[config.mk]
export PLATFORM = sky130hd
export DESIGN_NAME = legacy_codepage_to_utf8
export DESIGN_NICKNAME = d
export VERILOG_FILES = /design/src/hdl/lcp_pkg.sv /design/src/hdl/lcp_encode.sv /design/src/hdl/legacy_codepage_to_utf8.sv
export SDC_FILE = /design/constraint.sdc
export NUM_CORES = 1
export LEC_CHECK = 0
export ABC_AREA = 1
export BUFFER_PORTS_ARGS = -buffer_cell sky130_fd_sc_hd__buf_2
export CORE_ASPECT_RATIO = 0.6
export CORE_MARGIN = 2
export CORE_UTILIZATION = 40
export CTS_BUF_LIST = sky130_fd_sc_hd__clkbuf_2 sky130_fd_sc_hd__clkbuf_4 sky130_fd_sc_hd__clkbuf_8
export DETAILED_ROUTE_END_ITERATION = 10
export GPL_TIMING_DRIVEN = 0
export RECOVER_POWER = 50
export SETUP_SLACK_MARGIN = 0.1
export SLEW_MARGIN = 0
export SYNTH_ARGS = -nofsm -noshare
export SYNTH_HDL_FRONTEND = slang
export SYNTH_SLANG_ARGS = --single-unit
[constraint.sdc]
create_clock -name clk_i -period 2.8 [get_ports clk_i]
set_input_delay 0.14 -clock clk_i [delete_from_list [all_inputs] [get_ports clk_i]]
set_output_delay 0.14 -clock clk_i [all_outputs]
set_load 0.05 [all_outputs]
[src/hdl/lcp_pkg.sv]
`timescale 1ns / 1ps
`default_nettype none
package lcp_pkg;

  localparam int unsigned ByteW    = 8;
  localparam int unsigned CpW      = 16;
  localparam int unsigned MaxBytes = 3;
  localparam int unsigned CntW     = 2;

  localparam logic [ByteW-1:0] AsciiLimit   = 8'h80;
  localparam logic [ByteW-1:0] Cp1251TabEnd = 8'hBF;
  localparam logic [ByteW-1:0] Cp1252TabEnd = 8'h9F;
  localparam logic [CpW-1:0]   Cp1251Offset = 16'h0410 - 16'h00C0;
  localparam logic [CpW-1:0]   TwoByteLimit = 16'h0800;
  localparam logic [ByteW-1:0] Lead2        = 8'b1100_0000;
  localparam logic [ByteW-1:0] Lead3        = 8'b1110_0000;
  localparam logic [ByteW-1:0] ContMark     = 8'b1000_0000;
  localparam logic [ByteW-1:0] SixBits      = 8'b0011_1111;

  localparam logic CodepageCp1251 = 1'b0;
  localparam logic CodepageCp1252 = 1'b1;

  localparam logic [CntW-1:0] CountOne   = 2'd1;
  localparam logic [CntW-1:0] CountTwo   = 2'd2;
  localparam logic [CntW-1:0] CountThree = 2'd3;

  // bytes[0] goes out first
  typedef struct packed {
    logic [MaxBytes-1:0][ByteW-1:0] bytes;
    logic [CntW-1:0]                count;
  } enc_t;

  function automatic logic [CpW-1:0] cp1251_high(input logic [5:0] idx);
    logic [CpW-1:0] cp;
    unique case (idx)
      6'd0:  cp = 16'h0402; 6'd1:  cp = 16'h0403; 6'd2:  cp = 16'h201A;
      6'd3:  cp = 16'h0453; 6'd4:  cp = 16'h201E; 6'd5:  cp = 16'h2026;
      6'd6:  cp = 16'h2020; 6'd7:  cp = 16'h2021; 6'd8:  cp = 16'h20AC;
      6'd9:  cp = 16'h2030; 6'd10: cp = 16'h0409; 6'd11: cp = 16'h2039;
      6'd12: cp = 16'h040A; 6'd13: cp = 16'h040C; 6'd14: cp = 16'h040B;
      6'd15: cp = 16'h040F; 6'd16: cp = 16'h0452; 6'd17: cp = 16'h2018;
      6'd18: cp = 16'h2019; 6'd19: cp = 16'h201C; 6'd20: cp = 16'h201D;
      6'd21: cp = 16'h2022; 6'd22: cp = 16'h2013; 6'd23: cp = 16'h2014;
      6'd24: cp = 16'h0098; 6'd25: cp = 16'h2122; 6'd26: cp = 16'h0459;
      6'd27: cp = 16'h203A; 6'd28: cp = 16'h045A; 6'd29: cp = 16'h045C;
      6'd30: cp = 16'h045B; 6'd31: cp = 16'h045F; 6'd32: cp = 16'h00A0;
      6'd33: cp = 16'h040E; 6'd34: cp = 16'h045E; 6'd35: cp = 16'h0408;
      6'd36: cp = 16'h00A4; 6'd37: cp = 16'h0490; 6'd38: cp = 16'h00A6;
      6'd39: cp = 16'h00A7; 6'd40: cp = 16'h0401; 6'd41: cp = 16'h00A9;
      6'd42: cp = 16'h0404; 6'd43: cp = 16'h00AB; 6'd44: cp = 16'h00AC;
      6'd45: cp = 16'h00AD; 6'd46: cp = 16'h00AE; 6'd47: cp = 16'h0407;
      6'd48: cp = 16'h00B0; 6'd49: cp = 16'h00B1; 6'd50: cp = 16'h0406;
      6'd51: cp = 16'h0456; 6'd52: cp = 16'h0491; 6'd53: cp = 16'h00B5;
      6'd54: cp = 16'h00B6; 6'd55: cp = 16'h00B7; 6'd56: cp = 16'h0451;
      6'd57: cp = 16'h2116; 6'd58: cp = 16'h0454; 6'd59: cp = 16'h00BB;
      6'd60: cp = 16'h0458; 6'd61: cp = 16'h0405; 6'd62: cp = 16'h0455;
      default: cp = 16'h0457;
    endcase
    return cp;
  endfunction

  function automatic logic [CpW-1:0] cp1252_high(input logic [4:0] idx);
    logic [CpW-1:0] cp;
    unique case (idx)
      5'd0:  cp = 16'h20AC; 5'd1:  cp = 16'h0081; 5'd2:  cp = 16'h201A;
      5'd3:  cp = 16'h0192; 5'd4:  cp = 16'h201E; 5'd5:  cp = 16'h2026;
      5'd6:  cp = 16'h2020; 5'd7:  cp = 16'h2021; 5'd8:  cp = 16'h02C6;
      5'd9:  cp = 16'h2030; 5'd10: cp = 16'h0160; 5'd11: cp = 16'h2039;
      5'd12: cp = 16'h0152; 5'd13: cp = 16'h008D; 5'd14: cp = 16'h017D;
      5'd15: cp = 16'h008F; 5'd16: cp = 16'h0090; 5'd17: cp = 16'h2018;
      5'd18: cp = 16'h2019; 5'd19: cp = 16'h201C; 5'd20: cp = 16'h201D;
      5'd21: cp = 16'h2022; 5'd22: cp = 16'h2013; 5'd23: cp = 16'h2014;
      5'd24: cp = 16'h02DC; 5'd25: cp = 16'h2122; 5'd26: cp = 16'h0161;
      5'd27: cp = 16'h203A; 5'd28: cp = 16'h0153; 5'd29: cp = 16'h009D;
      5'd30: cp = 16'h017E;
      default: cp = 16'h0178;
    endcase
    return cp;
  endfunction

endpackage
`default_nettype wire

[src/hdl/lcp_encode.sv]
`timescale 1ns / 1ps
`default_nettype none
module lcp_encode (
  input  wire logic                     codepage_i,
  input  wire logic [lcp_pkg::ByteW-1:0] byte_i,
  output lcp_pkg::enc_t                 enc_o
);

  logic [lcp_pkg::CpW-1:0] cp;

  always_comb begin
    if (codepage_i == lcp_pkg::CodepageCp1251) begin
      if (byte_i <= lcp_pkg::Cp1251TabEnd) begin
        cp = lcp_pkg::cp1251_high(byte_i[5:0]);
      end else begin
        cp = {8'h00, byte_i} + lcp_pkg::Cp1251Offset;
      end
    end else begin
      if (byte_i <= lcp_pkg::Cp1252TabEnd) begin
        cp = lcp_pkg::cp1252_high(byte_i[4:0]);
      end else begin
        cp = {8'h00, byte_i};
      end
    end
  end

  always_comb begin
    enc_o.bytes = '0;
    if (byte_i < lcp_pkg::AsciiLimit) begin
      enc_o.bytes[0] = byte_i;
      enc_o.count    = lcp_pkg::CountOne;
    end else if (cp < lcp_pkg::TwoByteLimit) begin
      enc_o.bytes[0] = lcp_pkg::Lead2 | {3'b000, cp[10:6]};
      enc_o.bytes[1] = lcp_pkg::ContMark | ({2'b00, cp[5:0]} & lcp_pkg::SixBits);
      enc_o.count    = lcp_pkg::CountTwo;
    end else begin
      enc_o.bytes[0] = lcp_pkg::Lead3 | {4'h0, cp[15:12]};
      enc_o.bytes[1] = lcp_pkg::ContMark | {2'b00, cp[11:6]};
      enc_o.bytes[2] = lcp_pkg::ContMark | {2'b00, cp[5:0]};
      enc_o.count    = lcp_pkg::CountThree;
    end
  end

endmodule
`default_nettype wire

[src/hdl/legacy_codepage_to_utf8.sv]
`timescale 1ns / 1ps
`default_nettype none
// Windows-1251 / Windows-1252 to UTF-8 transcoder. Each input item is one
// legacy byte; it leaves as one to three UTF-8 bytes, one per cycle while
// out_stall_i is low, with last_of_char_o set on the final one. The byte is
// mapped and encoded in the cycle it is accepted and held in a one-item
// buffer ahead of the output serializer, so a new byte is taken while the
// previous one is still being sent. Sustained rate is set by the serializer,
// which sends all of an item's UTF-8 bytes (1 for ASCII, 2 or 3 otherwise)
// before it takes the next item. The input stalls only while the buffer is
// full and the serializer is busy and not handing off its final byte in that cycle.
// cfg_wr_en_i writes the codepage register codepage_q (0 = 1251, 1 = 1252); reset selects 1251.
module legacy_codepage_to_utf8 (
  input  wire logic                      clk_i,
  input  wire logic                      rst_ni,
  input  wire logic                      cfg_wr_en_i,
  input  wire logic                      cfg_wr_data_i,
  input  wire logic                      in_valid_i,
  output      logic                      in_stall_o,
  input  wire logic [lcp_pkg::ByteW-1:0] legacy_byte_i,
  output      logic                      out_valid_o,
  input  wire logic                      out_stall_i,
  output      logic [lcp_pkg::ByteW-1:0] utf8_byte_o,
  output      logic                      last_of_char_o
);

  logic          codepage_q;
  lcp_pkg::enc_t enc;

  logic          slot_valid_q, slot_valid_d;
  lcp_pkg::enc_t slot_q, slot_d;

  logic                                          ser_valid_q, ser_valid_d;
  logic [lcp_pkg::MaxBytes-1:0][lcp_pkg::ByteW-1:0] ser_bytes_q, ser_bytes_d;
  logic [lcp_pkg::CntW-1:0]                      ser_rem_q, ser_rem_d;

  logic in_accept, out_accept, ser_last, ser_free, move;

  lcp_encode u_encode (
    .codepage_i (codepage_q),
    .byte_i     (legacy_byte_i),
    .enc_o      (enc)
  );

  assign ser_last       = (ser_rem_q == lcp_pkg::CountOne);
  assign out_valid_o    = ser_valid_q;
  assign utf8_byte_o    = ser_bytes_q[0];
  assign last_of_char_o = ser_last;
  assign out_accept     = ser_valid_q && !out_stall_i;
  assign ser_free       = !ser_valid_q || (out_accept && ser_last);
  assign move           = slot_valid_q && ser_free;

  assign in_stall_o = slot_valid_q && !ser_free;
  assign in_accept  = in_valid_i && !in_stall_o;

  always_comb begin
    slot_valid_d = slot_valid_q;
    slot_d       = slot_q;
    if (in_accept) begin
      slot_valid_d = 1'b1;
      slot_d       = enc;
    end else if (move) begin
      slot_valid_d = 1'b0;
    end
  end

  always_comb begin
    ser_valid_d = ser_valid_q;
    ser_bytes_d = ser_bytes_q;
    ser_rem_d   = ser_rem_q;
    if (move) begin
      ser_valid_d = 1'b1;
      ser_bytes_d = slot_q.bytes;
      ser_rem_d   = slot_q.count;
    end else if (out_accept) begin
      if (ser_last) begin
        ser_valid_d = 1'b0;
      end
      ser_bytes_d = {{lcp_pkg::ByteW{1'b0}}, ser_bytes_q[lcp_pkg::MaxBytes-1:1]};
      ser_rem_d   = ser_rem_q - lcp_pkg::CountOne;
    end
  end

  always_ff @(posedge clk_i or negedge rst_ni) begin
    if (!rst_ni) begin
      codepage_q   <= lcp_pkg::CodepageCp1251;
      slot_valid_q <= 1'b0;
      ser_valid_q  <= 1'b0;
    end else begin
      if (cfg_wr_en_i) begin
        codepage_q <= cfg_wr_data_i;
      end
      slot_valid_q <= slot_valid_d;
      ser_valid_q  <= ser_valid_d;
    end
  end

  always_ff @(posedge clk_i) begin
    slot_q      <= slot_d;
    ser_bytes_q <= ser_bytes_d;
    ser_rem_q   <= ser_rem_d;
  end

endmodule
`default_nettype wire
==> results.md, run 1 <==
* Clk pwr share at slightly below 20%
* Setup slack, reg-to-reg at between 0.4 and 0.5 ns
* Antenna violations before repair at 0
* ANT nets after route at 0
* Starting density of the core at slightly above 40%
* Int Power at 1.853 mW
* Setup_tns at 0 ns
* ANT cells at 0
* Hold path endpoint: slot_q[17]
* Max H-tree Level at 2
* Peak Freq at ~410 MHz
* Synth unique cells at 35
* Final worst-path cycle share at between 80% and 90%
* Worst Path Arrival at around 2.5 ns
* Vias in the first global route at approximately 3300
* Reg-to-Reg Start: codepage_q
* 1st-iter DRT viols at approximately 430
* Pwr dens at between 700 and 800 nW/µm²
* CTS tree: done
* Slowest CP cell: clkbuf_1
* Seq. cell area at roughly 1500 µm²
* Setup bufs post-CTS at 0
* Crit path depth at 14
* Worst clock skew at about 0.014 ns
* Yosys reg bits at 50
* Post-Synthesis Cells at about 500
* Routability Congestion at 0.9865
* Area Growth Syn to Fin at 10.57%
* Nets at around 560
* Pin count of the biggest net entering global routing at 25
* Tot GR Track Use at a little under a quarter
* Slew headroom at 40.25%
* Worst hold start: legacy_byte_i[7]
* Area leader, netlist: edfxtp_1
* Clk slew on worst S/H paths at ~0.10 ns
* Clock root buffer: clkbuf_8
* FILL cells at 919
* Min-Delay Path Depth at 1
* CP peak stage delay at around 0.4 ns
* RSZ-0062 raised after global routing: no
* Ports at 25
* WHS at 0.04087 ns
* Synth top area cells: edfxtp_1 38%, nand2_1 19%, nand3_1 6.9%
* First-pass GRT wire length at approximately 18 mm
* CP bufs+invs at 5
* Vias at about 3600
* # setup viols final at 0
* Area of the multi-input gates at ~1900 µm²
* Crit path capture type: flip-flop
* Most common cell on crit path: nand2_1
* Worst Tran Pin Value at between 0.8 and 0.9 ns
* DRC at 0
* Layout cells sized above 1 at 11.42%
* Syn nets at ~530
* Status: completed
* Horiz. Die Dim at 128.3 µm
* Wire length per cell after detailed routing at approximately 17 µm
* Period minus WS final at approximately 2.4 ns
* Most frequent cells in the layout: 189 x nand2_1, 51 x nand3_1, 47 x edfxtp_1
* Syn avg cell area at roughly 7.4 µm²
* Fin. Hold Viols at 0
* Clk_lat worst skew at 0.31 ns
* Clk buf depth at 2
* Core Footprint at between 9000 and 10000 µm²
* Gr ovfl total at 0
* Crit start category: input port
* Clock Sink Count at 50
* R2r endpoint: slot_q[7]
* Net Switching at approximately 1.2 mW
* Die height at ~80 µm
* Routed WL at 11.04 mm
* CP Data Required Time at around 2.9 ns
* CP top delay family: buffers and inverters
* LEAKAGE at around 1.9 nW
* Slew Limit Fails at 0
* Die area at 10080 µm²
* CP Cell Sequence: buf_2 > clkbuf_1 > inv_1 > ha_1 > inv_1 > nand2_1 > nand2_1 > nand3_1 > nand2_1 > nand2_1 > nand2_2 > nand3_4 > clkinv_4 > a21oi_1
* Comb power frac at between 30% and 40%
* Drt pass-1 iters at 5
* Register-to-Register Path Depth at 8
* Yosys warns at 0
* # rows at 27
* PortBufs at 24
* Max_cap viols at 0
* Post-synth top area share at 38.08%
* Seq/Total Area, Yosys at approximately 40%
* Vias/cell at 5.486
* Min-Delay Path Class: in -> reg
* Seq pwr share at ~41%
* Kind of critical path: in -> reg
* HPWL Detailed at 8.520 mm
* Max rail drop VDD at 0.7179 mV
* Mapped cell area at around 3700 µm²
* Total CTS buffers at 5
* Sw Ratio at 39.20%
* Commonest non-fill, non-tap cell in the layout: nand2_1
* CP Max Fanout at 9
[per-layer routing]
layer / part of all wire [%] / GRT usage, %
met3: 14 / 8.248
met1: 48 / 36.28
met5: 0 / 0
met2: 37 / 30.90
met4: 0.72 / 2.418
[synthesized netlist by cell type]
library cell	n
buf_6	7
edfxtp_1	47
buf_2	9
o21ai_2	1
buf_1	1
nand2_2	4
nand2_1	189
nand3_4	2
and2_1	1
nor2_8	1
nand3_1	51
and3_1	1
clkinv_4	1
a31o_2	1
a31oi_1	1
o211ai_1	2
nand3b_1	3
a21oi_4	1
o21a_1	1
or2_2	1
o21ai_1	5
o22ai_1	3
o21ai_0	21
inv_1	38
nor2_2	4
a21oi_1	23
nand3_2	1
nand4_1	6
nor2_4	1
dfrtp_1	3
ha_1	16
buf_4	10
clkinv_1	2
clkbuf_1	5
nor2_1	38
[final cells by class]
type | count | area share [%]
repair buffers | 25 | 2.779
well taps | 116 | 3.542
inverters | 41 | 3.878
clock inverters | 3 | 1.557
multi-input cells | 378 | 45.16
plain buffers | 32 | 5.130
clock buffers | 5 | 1.679
flip-flops and latches | 50 | 36.27
[state kept, by name, indices dropped and copies added (netlist names)]
name	flops
slot_q	23
out_valid_o	1
codepage_q	1
ser_rem_q	2
ser_bytes_q	14
utf8_byte_o	8
slot_valid_q	1
[cells by family (layout without fill, tap and decap cells)]
kind of cell / count (synthesis) / after routing / synth area share, %
AND/OR/NAND/NOR: 303 / 303 / 35.42
adder cells (fa/ha/maj): 16 / 16 / 5.402
AO/OA/AOI/OAI: 59 / 59 / 8.812
buffers and inverters: 73 / 106 / 10.26
flip-flops: 50 / 50 / 40.11
[power groups by stage]
| stage | logic (mW) | registers [mW] | clock network (mW) |
|---|---|---|---|
| floorplan | 0.922 | 1.26 | 0 |
| global placement | 1.21 | 1.26 | 0 |
| detailed placement | 1.22 | 1.27 | 0 |
| CTS | 1.22 | 1.26 | 0.604 |
| global route | 1.34 | 1.28 | 0.636 |
| finish | 1.21 | 1.25 | 0.589 |
[how the worst max path moves through the flow]
stage                     start              end  slack, ns
3_5_place_dp   legacy_byte_i[0]        slot_q[7]       0.17
4_1_cts            ser_rem_q[1]   utf8_byte_o[7]       0.25
2_1_floorplan      ser_rem_q[1]  ser_bytes_q[10]       0.43
3_3_place_gp   legacy_byte_i[0]        slot_q[7]       0.14
5_1_grt        legacy_byte_i[0]        slot_q[4]       0.22
6_report       legacy_byte_i[0]        slot_q[7]       0.37
[stage by stage]
step,instances,setup WS (ns),power (mW),area (µm²),util [%]
detailed placement,641,0.1735,2.492,3975,43.74
global route,650,0.2184,3.260,4098,45.09
CTS,650,0.2473,3.084,4118,45.31
floorplan,501,0.4278,2.184,3710,-
global placement,641,0.1431,2.474,3975,43.74
finish,650,0.3682,3.047,4098,45.09
[timing repair]
item / CTS / global route
resized for setup: 0 / 1
hold buffers: 1 / 0
endpoints found under the setup margin: 0 / 24
endpoints found under the hold margin: 3 / 0
Power figures use the tool's default switching activity.
==> run 2, diff against run 1 <==
CORE_ASPECT_RATIO = unset   (was 0.6)
==> results.md, run 2 (synthesis results as in run 1) <==
* Tot Pwr at 2.950 mW (-3.2%)
* HPWL Detailed at 8.375 mm (-1.7%)
* Drt pass-1 iters at 5 (unchanged)
* Min-Delay Path Class: in -> reg
* Tot GR Track Use at 22.71% (-0.43 points)
* Most frequent cells in the layout: 189 x nand2_1, 51 x nand3_1, 47 x edfxtp_1
* Pin count of the biggest net entering global routing at 25 (unchanged)
* Wire length per cell after detailed routing at 17.10 µm (+0.73%)
* Worst Path Arrival at 2.38 ns (-0.10 ns)
* Clk slew on worst S/H paths at 0.08 ns (-0.02 ns)
* Routed WL at 11.03 mm (about the same)
* Worst Setup SP: ser_rem_q[1]
* Fin. Hold Viols at 0 (unchanged)
* Ports at 25 (unchanged)
* Pwr dens at 725.7 nW/µm² (-2.4%)
* PnR worst setup slack at 0.3354 ns (-0.03286 ns)
* CTS tree: done
* Crit start category: flip-flop
* Core Footprint at 9109 µm² (+0.23%)
* Net Switching at 1.166 mW (-2.4%)
* Dpl ws at 0.1913 ns (+0.01785 ns)
* R2r endpoint: ser_bytes_q[20]
* Vias at 3437 (-3.6%)
* 1st-iter DRT viols at 286 (-34%)
* Die area at 10050 µm² (-0.25%)
* Commonest non-fill, non-tap cell in the layout: nand2_1
* # rows at 35 (+30%)
* Util after Layout at 44.63% (-0.46 points)
* Setup slack, reg-to-reg at 0.34 ns (-0.11 ns)
* Most flops, register: slot_q
* First-pass GRT wire length at 17.64 mm (+0.27%)
* Vias/cell at 5.329 (-2.9%)
* Clock Sink Count at 50 (unchanged)
* Crit path capture type: flip-flop
* CP Max Fanout at 24 (+15)
* Layout cells sized above 1 at 11.61% (+0.19 points)
* Clk pwr share at 17.2% (-2.1 points)
* Max_cap viols at 0 (unchanged)
* Register-to-Register Path Depth at 7 (-1)
* Horiz. Die Dim at 100.3 µm (-22%)
* Status: completed
* Routability Congestion at 0.9833 (-0.32%)
* Seq pwr share at 42.6% (+1.5 points)
* Setup bufs post-CTS at 0 (unchanged)
* ANT nets after route at 0 (unchanged)
* Nets at 563 (unchanged)
* Total CTS buffers at 5 (unchanged)
* Clock root buffer: clkbuf_8
* Peak Freq at 405.7 MHz (-1.3%)
* Final worst-path cycle share at 88.02% (+1.2 points)
* Max H-tree Level at 2 (unchanged)
* ANT cells at 0 (unchanged)
* PortBufs at 24 (unchanged)
* # setup viols final at 0 (unchanged)
* Hold path endpoint: codepage_q
* Max rail drop VDD at 0.3171 mV (-56%)
* Vias in the first global route at 3329 (+0.79%)
* Antenna violations before repair at 0 (unchanged)
* Int Power at 1.784 mW (-3.7%)
* Area Growth Syn to Fin at 9.689%
* CP Data Required Time at 2.71 ns (-0.14 ns)
* Kind of critical path: reg -> reg
* Min-Delay Path Depth at 2 (+1)
* Worst Tran Pin Value at 1.202 ns (+0.3066 ns)
* Reg-to-Reg Start: ser_rem_q[1]
* Worst hold start: cfg_wr_en_i
* Setup_tns at 0 ns (unchanged)
* LEAKAGE at 1.908 nW (-0.41%)
* Clk_lat worst skew at 0.29 ns (-0.02 ns)
* Sw Ratio at 39.53% (+0.34 points)
* Die height at 100.3 µm (+28%)
* Starting density of the core at 40.69% (-0.095 points)
* Period minus WS final at 2.465 ns (+0.03286 ns)
* Comb power frac at 40.2% (+0.6 points)
* Slew Limit Fails at 0 (unchanged)
* Slew headroom at 19.86% (-20 points)
* Max reg flops at 23 (unchanged)
* RSZ-0062 raised after global routing: no
* Gr ovfl total at 0 (unchanged)
* Worst clock skew at 0.006807 ns (-0.006785 ns)
* DRC at 0 (unchanged)
* Clk buf depth at 2 (unchanged)
## run 2: worst max-delay path, cell delays in order, from the launching register on
cell	delay [ns]
edfxtp_1	0.37
inv_1	0.06
ha_1	0.15
a21oi_1	0.10
nor2_1	0.43
inv_1	0.23
buf_2	0.26
o21ai_2	0.48
## run 2: final cells by class
cell class	count	area, µm²
plain buffers	32	210.2
clock buffers	7	83.83
clock inverters	1	30.03
fillers	986	5044
inverters	41	158.9
multi-input cells	378	1843
flip-flops and latches	50	1486
well taps	111	138.9
repair buffers	25	113.9
## run 2: layer usage
layer / vias to the layer above / wire length [µm] / global-route usage [%]
met5: - / 0 / 0
met4: 0 / 411 / 11.06
met3: 24 / 765 / 2.159
met2: 161 / 5437 / 40.94
met1: 1559 / 4417 / 26.98
li1: 1693 / - / -
## run 2: per-stage QoR
stage / cells / instance area (µm²) / hold WS, ns
final: 645 / 4065 / 0.03978
after global routing: 645 / 4065 / 0.05409
after CTS: 645 / 4093 / 0.02992
after detailed placement: 636 / 3969 / -0.05037
after global placement: 636 / 3969 / -0.05434
after floorplan: 501 / 3710 / -0.1556
## run 2: what timing repair did
item	in CTS	in global routing
hold buffers	1	0
hold endpoints to repair	3	0
resized for setup	0	0
## run 2: how the worst max path moves through the flow
stage,slack [ns],endpoint,cells after the start
finish,0.34,ser_bytes_q[20],7
floorplan,0.43,ser_bytes_q[10],7
CTS,0.30,ser_bytes_q[20],7
detailed placement,0.19,slot_q[14],11
global placement,0.06,slot_q[14],11
global route,0.13,ser_bytes_q[20],7
## run 2: power groups by stage
stage | registers, mW | logic, mW | clock network [mW]
floorplan | 1.26 | 0.922 | 0
global placement | 1.27 | 1.21 | 0
detailed placement | 1.28 | 1.21 | 0
CTS | 1.26 | 1.22 | 0.518
global route | 1.28 | 1.31 | 0.543
finish | 1.26 | 1.19 | 0.506
